File: config.mk
export PLATFORM = sky130hd
export DESIGN_NAME = gold_code_chip_sequencer_top
export DESIGN_NICKNAME = d
export VERILOG_FILES = /design/src/rtl/gccs_pkg.sv /design/src/rtl/gold_code_chip_sequencer_top.sv
export SDC_FILE = /design/constraint.sdc
export NUM_CORES = 1
export LEC_CHECK = 0
export BUFFER_PORTS_ARGS = -buffer_cell sky130_fd_sc_hd__buf_2
export CAP_MARGIN = 20
export CORE_MARGIN = 2
export CORE_UTILIZATION = 30
export DETAILED_ROUTE_END_ITERATION = 7
export HOLD_SLACK_MARGIN = 0.12
export PLACE_DENSITY = 0.56
export SLEW_MARGIN = 20
export SYNTH_ARGS = -nofsm -noshare
export SYNTH_HDL_FRONTEND = slang
export SYNTH_SLANG_ARGS = --single-unit
File: constraint.sdc
create_clock -name clk -period 6.39 [get_ports clk]
set_clock_uncertainty 0.2 [all_clocks]
set_input_delay 0.639 -clock clk [delete_from_list [all_inputs] [get_ports clk]]
set_output_delay 0.639 -clock clk [all_outputs]
set_load 0.02 [all_outputs]
File: src/rtl/gccs_pkg.sv
// Shared types and constants for the gold-code chip sequencer.
// Beat structs for the item and result channels, opcode letters, LFSR constants.
// No dependencies.
package gccs_pkg;

  localparam int CODE_W = 31;
  localparam logic [15:0] PERIOD_RESET = 16'd3124;
  localparam logic [15:0] PRNG_SEED = 16'hACE1;
  localparam logic [15:0] PRNG_TAPS = 16'hB400;
  localparam logic [15:0] F_OFFSET = 16'd640;
  localparam logic [7:0] FRAC_OFF = 8'd255;

  localparam logic [7:0] CH_F = 8'h46;
  localparam logic [7:0] CH_C = 8'h43;
  localparam logic [7:0] CH_D = 8'h44;
  localparam logic [7:0] CH_P = 8'h50;
  localparam logic [7:0] CH_R = 8'h52;

  localparam logic [2:0] OP_NONE = 3'd0;
  localparam logic [2:0] OP_F = 3'd1;
  localparam logic [2:0] OP_C = 3'd2;
  localparam logic [2:0] OP_D = 3'd3;
  localparam logic [2:0] OP_P = 3'd4;

  localparam logic REG_CODE_WORD = 1'b0;
  localparam logic REG_NOMINAL = 1'b1;

  typedef struct packed {
    logic       cmd;
    logic [7:0] rx_byte;
  } item_t;

  typedef struct packed {
    logic        dim_level;
    logic        sync_level;
    logic [15:0] cut_ticks;
    logic [15:0] chip_period;
    logic [7:0]  echo_byte;
  } result_t;

endpackage

File: src/rtl/gold_code_chip_sequencer_top.sv
// Gold-code chip sequencer top level: tick and command handling, word-start sequencer.
// Depends on gccs_pkg.
//
// Each beat on the item channel gives one result beat. A command beat or a tick inside
// a word is taken while the sequencer is idle and its result is registered at once. A
// tick that ends a word also redraws the flip mask: one shared multiplier and a small
// sequencer pass through a step and a mod state per wanted error (LFSR step with a
// reciprocal multiply, then the remainder and mask update) and then a level state for
// the first chip's level. The next item is taken once the sequencer is back in idle
// and the result register is free or being emptied.
// Registers: code_word at byte address 0, nominal_period at 4; writing nominal_period
// also restores the current period.
module gold_code_chip_sequencer_top
  import gccs_pkg::*;
#(
  parameter int CODE_LENGTH = 31
) (
  input  logic        clk,
  input  logic        rst,
  input  logic        item_valid,
  output logic        item_ready,
  input  item_t       item,
  output logic        result_valid,
  input  logic        result_ready,
  output result_t     result,
  input  logic        psel,
  input  logic        penable,
  input  logic        pwrite,
  input  logic [2:0]  paddr,
  input  logic [31:0] pwdata,
  output logic [31:0] prdata,
  output logic        pready
);

  localparam int PW = $clog2(CODE_LENGTH);
  localparam int CNTW = $clog2(CODE_LENGTH + 1);
  localparam int MSH = 16 + $clog2(CODE_LENGTH);
  localparam int RECIP = ((2 ** MSH) + CODE_LENGTH - 1) / CODE_LENGTH;
  localparam int PRODW = 16 + MSH;

  localparam logic [1:0] S_IDLE = 2'd0;
  localparam logic [1:0] S_STEP = 2'd1;
  localparam logic [1:0] S_MOD = 2'd2;
  localparam logic [1:0] S_LEVEL = 2'd3;

  logic [1:0]             state;
  logic [CODE_W-1:0]      code_word;
  logic [15:0]            nominal_period;
  logic [15:0]            period_value;
  logic [PW-1:0]          chip_position;
  logic                   next_level;
  logic                   next_sync;
  logic [CNTW-1:0]        error_count;
  logic [CNTW-1:0]        blank_count;
  logic [CNTW-1:0]        errs_left;
  logic [7:0]             pulse_fraction;
  logic [CODE_LENGTH-1:0] flip_mask;
  logic [15:0]            prng_state;
  logic [2:0]             pending_op;
  logic [PRODW-1:0]       prod_q;

  logic              accept;
  logic              cfg_write;
  logic [15:0]       lfsr_next;
  logic [15:0]       mul_a;
  logic [MSH-1:0]    mul_b;
  logic [PRODW-1:0]  prod;
  logic [15:0]       quot;
  logic [15:0]       rem_full;
  logic [PW-1:0]     rem_pos;
  logic [PW-1:0]     pos_inc;
  logic              wrap;
  logic [PW-1:0]     lvl_pos;
  logic [CODE_W-1:0] lvl_code;
  logic [63:0]       code_ext;
  logic [5:0]        code_idx;
  logic              lvl;
  logic [15:0]       cut;
  logic [15:0]       f_period;
  logic [15:0]       cmd_period;
  logic [CNTW-1:0]   sat_val;
  logic [7:0]        b;

  assign pready = 1'b1;
  assign cfg_write = psel && penable && pwrite;
  assign prdata = (paddr[2] == REG_NOMINAL) ? {16'd0, nominal_period}
                                            : {{(32 - CODE_W){1'b0}}, code_word};

  assign item_ready = (state == S_IDLE) && (!result_valid || result_ready);
  assign accept = item_valid && item_ready;
  assign b = item.rx_byte;

  // shared multiplier: cut ticks product in idle, reciprocal for lfsr mod CODE_LENGTH otherwise
  assign lfsr_next = (prng_state >> 1) ^ (prng_state[0] ? PRNG_TAPS : 16'd0);
  assign mul_a = (state == S_IDLE) ? period_value : lfsr_next;
  assign mul_b = (state == S_IDLE) ? MSH'(pulse_fraction) : MSH'(RECIP);
  assign prod = PRODW'(mul_a) * PRODW'(mul_b);
  assign cut = (pulse_fraction != 8'd0 && next_level) ? prod[23:8] : 16'd0;

  assign quot = 16'(prod_q >> MSH);
  assign rem_full = prng_state - 16'(quot * 16'(CODE_LENGTH));
  assign rem_pos = rem_full[PW-1:0];

  assign wrap = (chip_position == PW'(CODE_LENGTH - 1));
  assign pos_inc = chip_position + PW'(1);

  always_comb begin
    lvl_code = code_word;
    lvl_pos = pos_inc;
    if (cfg_write && paddr[2] == REG_CODE_WORD) begin
      lvl_code = pwdata[CODE_W-1:0];
      lvl_pos = chip_position;
    end else if (state == S_LEVEL) begin
      lvl_pos = '0;
    end
    code_ext = {{(64 - CODE_W){1'b0}}, lvl_code};
    code_idx = 6'(CODE_LENGTH - 1) - 6'(lvl_pos);
    lvl = code_ext[code_idx] ^ flip_mask[lvl_pos];
    if (CNTW'(lvl_pos) < blank_count) begin
      lvl = 1'b0;
    end
  end

  assign f_period = nominal_period + F_OFFSET - ({6'd0, b, 2'b00} + {8'd0, b});
  assign sat_val = ({1'b0, b} > 9'(CODE_LENGTH)) ? CNTW'(CODE_LENGTH) : CNTW'(b);

  // period reported on a command beat, after the command has taken effect
  always_comb begin
    cmd_period = period_value;
    if (pending_op == OP_F) begin
      cmd_period = f_period;
    end else if (pending_op == OP_NONE && b == CH_R) begin
      cmd_period = nominal_period;
    end
  end

  always_ff @(posedge clk) begin
    if (rst) begin
      state <= S_IDLE;
      code_word <= '0;
      nominal_period <= PERIOD_RESET;
      period_value <= PERIOD_RESET;
      chip_position <= '0;
      next_level <= 1'b0;
      next_sync <= 1'b1;
      error_count <= '0;
      blank_count <= '0;
      errs_left <= '0;
      pulse_fraction <= '0;
      flip_mask <= '0;
      prng_state <= PRNG_SEED;
      pending_op <= OP_NONE;
      result_valid <= 1'b0;
    end else begin
      if (accept) begin
        result_valid <= 1'b1;
      end else if (result_ready) begin
        result_valid <= 1'b0;
      end

      if (cfg_write) begin
        if (paddr[2] == REG_CODE_WORD) begin
          code_word <= pwdata[CODE_W-1:0];
          next_level <= lvl;
        end else begin
          nominal_period <= pwdata[15:0];
          period_value <= pwdata[15:0];
        end
      end

      case (state)
        S_IDLE: begin
          if (accept && !item.cmd) begin
            result <= '{dim_level: next_level, sync_level: next_sync, cut_ticks: cut,
                        chip_period: period_value, echo_byte: 8'd0};
            if (wrap) begin
              chip_position <= '0;
              flip_mask <= '0;
              errs_left <= error_count;
              state <= (error_count != '0) ? S_STEP : S_LEVEL;
            end else begin
              chip_position <= pos_inc;
              next_level <= lvl;
              next_sync <= 1'b0;
            end
          end else if (accept) begin
            result <= '{dim_level: next_level, sync_level: next_sync, cut_ticks: 16'd0,
                        chip_period: cmd_period, echo_byte: b};
            case (pending_op)
              OP_F: begin
                period_value <= f_period;
                pending_op <= OP_NONE;
              end
              OP_C: begin
                error_count <= sat_val;
                pending_op <= OP_NONE;
              end
              OP_D: begin
                blank_count <= sat_val;
                pending_op <= OP_NONE;
              end
              OP_P: begin
                pulse_fraction <= (b == FRAC_OFF) ? 8'd0 : b;
                pending_op <= OP_NONE;
              end
              OP_NONE: begin
                case (b)
                  CH_F: pending_op <= OP_F;
                  CH_C: pending_op <= OP_C;
                  CH_D: pending_op <= OP_D;
                  CH_P: pending_op <= OP_P;
                  CH_R: begin
                    period_value <= nominal_period;
                    error_count <= '0;
                    blank_count <= '0;
                    pulse_fraction <= '0;
                  end
                  default: ;
                endcase
              end
              default: pending_op <= OP_NONE;
            endcase
          end
        end
        S_STEP: begin
          prng_state <= lfsr_next;
          prod_q <= prod;
          state <= S_MOD;
        end
        S_MOD: begin
          flip_mask[rem_pos] <= 1'b1;
          errs_left <= errs_left - CNTW'(1);
          state <= (errs_left == CNTW'(1)) ? S_LEVEL : S_STEP;
        end
        S_LEVEL: begin
          next_level <= lvl;
          next_sync <= 1'b1;
          state <= S_IDLE;
        end
        default: state <= S_IDLE;
      endcase
    end
  end

endmodule

==> results by group <==
Outcome
  • Status: finished, final reports clean

Logic synthesis
  • Adder-Cell Fraction of Synth Area: between 20% and 30%
  • Synth Instances: between 1500 and 2000
  • Post-synth ARST share: 0%
  • Post-synthesis mux area share: 4.258%
  • Seq/Total Area, Yosys: between 20 and 30%
  • FF+latch count, synth: 193
  • Post-synthesis simple-gate area fraction: around a fifth
  • Synthesized cell area: about 16000 µm²
  • Synth Flop Type: dfxtp_1
  • Synth Area in XOR/XNOR: under 10%
  • Number of flops mapped to enable cells by yosys: 47
  • Post-synth top area share: about 18%
  • Synth Net Count: approximately 2200
  • Area leader, netlist: dfxtp_1
  • Syn_area_per_cell: 8.412 µm²
  • Main combinational cell family by area after synthesis: adder cells
  • Compound-Gate Fraction of Synth Area: between 10% and 20%
  • Yosys cell types: just over 70
  • Synth top area cells: dfxtp_1 (18%), fa_1 (14%), ha_1 (11%), edfxtp_1 (8.9%), nand2_1 (6.2%)
  • Count of warnings emitted by yosys: 0

Global route
  • Global-route wire length before repair: slightly below 80000 µm
  • Initial antenna violation count: 1
  • Vias in the first global route: between 10000 and 15000
  • GRT overflow: 0
  • Largest net degree at the start of global routing: 70
  • GRT Util Overall: a little under a fifth

Floorplan
  • Die Ht: between 200 and 250 µm
  • Core footprint: about 52000 µm²
  • Row count: 84
  • Die W: about 230 µm
  • Die area: around 55000 µm²
  • Ports: roughly 130
  • Starting Density: between 30% and 40%

Pwr
  • Leak: 8.760 nW
  • Worst vdd ir: ~0.00026 V
  • Pwr/cell area: ~400 nW/µm²
  • Tot Pwr: 7.647 mW

Clocking
  • Clock sink total: roughly 190
  • CTS tree: built
  • Root Driver: clkbuf_16
  • CTS Buf Count: 17
  • H-tree depth: 4
  • Max clock buf depth: 2
  • Clk slew on worst S/H paths: around 0.080 ns
  • Clock Latency Late Sink: a little under 0.5 ns

Timing
  • Fin crit share: between 90% and 100%
  • Fmax: ~0.16 GHz
  • Final hold vios: 0
  • Worst-Margin Slew: ~1.0 ns
  • Max-slew headroom: between 20 and 30%
  • Final Max Tran Viols: 0
  • Post-Route Setup TNS: 0 ns
  • Hold slack: approximately 0.20 ns
  • Final-report setup violation count: 0
  • Minimum clock period: around 6.2 ns
  • RSZ-0062 raised after global routing: yes

Setup path
  • Critical R2R Launch: state[0]
  • R2R Path End: result[39]
  • Arrival time worst endpoint: between 6 and 7 ns
  • Req. time, crit path: approximately 6.4 ns
  • Crit path from: state[0]
  • Reg2Reg Depth: 21
  • CP max FO: 6
  • Crit. End Element: flip-flop
  • Worst reg2reg setup slack: around 0.17 ns
  • Setup CP Type: flip-flop to flip-flop
  • CP startpoint kind: flip-flop

Worst hold path
  • Hold Crit Class: input port to flip-flop
  • Hold_sp: pwdata[23]
  • Hold EP: code_word[23]
  • Hold Crit Depth: 3

Layout
  • Util after Layout: between 30% and 40%
  • N_diodes: 0
  • Fill count: roughly 5400
  • Final non-filler cell total: 2783
  • Nets: ~2400
  • Share of layout cells above drive strength 1: about a fifth
  • Synth-to-layout area growth: 21.77%

Place
  • Dpl cells: 2738
  • GP Congestion: 0.9259
  • DPL Wire Length: between 30000 and 40000 µm
  • Port bufs: about 120

Flow run
  • Max-cap violations: 0

Drt
  • Via count: ~14000
  • DR vias/cell: approximately 5.0
  • Drt total wl: between 40000 and 50000 µm
  • Drt wl/cell: between 15 and 20 µm
  • DRC viols: 0
  • DR iter-0 viols: just under 1000
  • Drt first pass iters: 5
  • Routed Antenna Nets: 0
## kinds of logic after synthesis
kind of cell	count (synthesis)
xor+xnor	54
other cells	2
compound gates	359
fa+ha+maj	256
simple gates	657
mux	64
flops	193
buf+inv	298
## power breakdown
part           internal, mW  switching [mW]
logic                  2.17            2.90
clock network         0.527           0.585
registers              1.38          0.0775
total                  4.08            3.56
## flip-flops by register name, summed over array words and instances, names as in the netlist, 3 cells and up
register / cells
pulse_fraction: 8
chip_position: 5
flip_mask: 31
pending_op: 3
result: 42
errs_left: 5
error_count: 5
blank_count: 5
prod_q: 5
prng_state: 16
nominal_period: 16
code_word: 31
period_value: 16
## stage by stage
step           cell area, µm²  setup WS [ns]
2_1_floorplan           15880        0.01270
3_3_place_gp            18020        -0.1837
3_5_place_dp            18040        -0.2485
4_1_cts                 18860     0.00003642
5_1_grt                 19290       -0.02845
6_report                19290         0.1707
## critical path, cell delays in order, from the launching register on
cell	delay, ns
dfxtp_2	0.33
inv_2	0.08
buf_6	0.11
ha_4	0.15
buf_12	0.14
mux2i_4	0.32
nor2_2	0.07
fa_1	0.49
fa_1	0.56
fa_1	0.44
fa_1	0.54
fa_1	0.44
fa_1	0.51
ha_4	0.31
and4_4	0.22
and4_1	0.19
o211ai_1	0.10
buf_4	0.17
nand4b_1	0.17
nand2_2	0.09
xnor2_2	0.16
and4_1	0.18
## how the worst max path moves through the flow
stage,to,slack (ns),depth (start not counted)
floorplan,result[33],0.01,26
global placement,result[38],-0.18,26
detailed placement,result[38],-0.25,26
CTS,prod_q[25],0.00004,22
global route,result[39],-0.03,22
finish,result[39],0.17,21
## placed cells by master, fill, tap and decap left out, types with 10 or more instances in the layout
cell and count:
nor2_1 180, xor2_1 22, fa_1 105, o211ai_1 10, a21o_1 28, inv_1 190
nand2_1 253, mux2i_1 39, nand4_1 10, nor3_1 23, o22ai_1 13, and3_1 26
buf_2 121, edfxtp_1 47, inv_2 12, ha_1 123, xnor2_1 29, buf_6 10
nand3_1 41, a21oi_1 179, ha_4 16, clkbuf_16 17, mux2_2 18, o21ai_0 42
nand2b_1 11, dfxtp_1 144, buf_4 138, nor2b_1 32
## per-layer routing
| metal | GRT usage (%) | up-vias | wire length (µm) |
|---|---|---|---|
| met5 | 0 | - | 13 |
| met4 | 6.507 | 2 | 1254 |
| met3 | 2.699 | 69 | 2394 |
| met2 | 29.82 | 359 | 22680 |
| met1 | 24.95 | 6712 | 22900 |
| li1 | - | 6703 | - |
## what timing repair did
item,4_1_cts,5_1_grt
gates resized for setup,35,87
hold buffers,0,0
setup endpoints to repair,13,13
hold endpoints to repair,0,0
cloned,1,0
buffers inserted,2,9
pin swaps,25,67
## final cells by class
| type | instances | area, µm² | share of cell area (%) |
|---|---|---|---|
| multi-input cells | 1392 | 10870 | 56.37 |
| flip-flops and latches | 193 | 4337 | 22.48 |
| repair buffers | 275 | 1862 | 9.652 |
| well taps | 688 | 860.8 | 4.463 |
| inverters | 203 | 765.7 | 3.970 |
| clock buffers | 18 | 429.2 | 2.225 |
| clock inverters | 14 | 161.4 | 0.8368 |
## synth_stat cells, types with 35 or more instances
master and n:
fa_1 113, nor2b_1 35, edfxtp_1 47, o21ai_0 45, inv_1 201, nand2_1 262
nand3_1 42, clkbuf_1 73, nor2_1 192, dfxtp_1 146, ha_1 143, a21oi_1 189
mux2i_1 42
(Power assumes the default switching activity.)
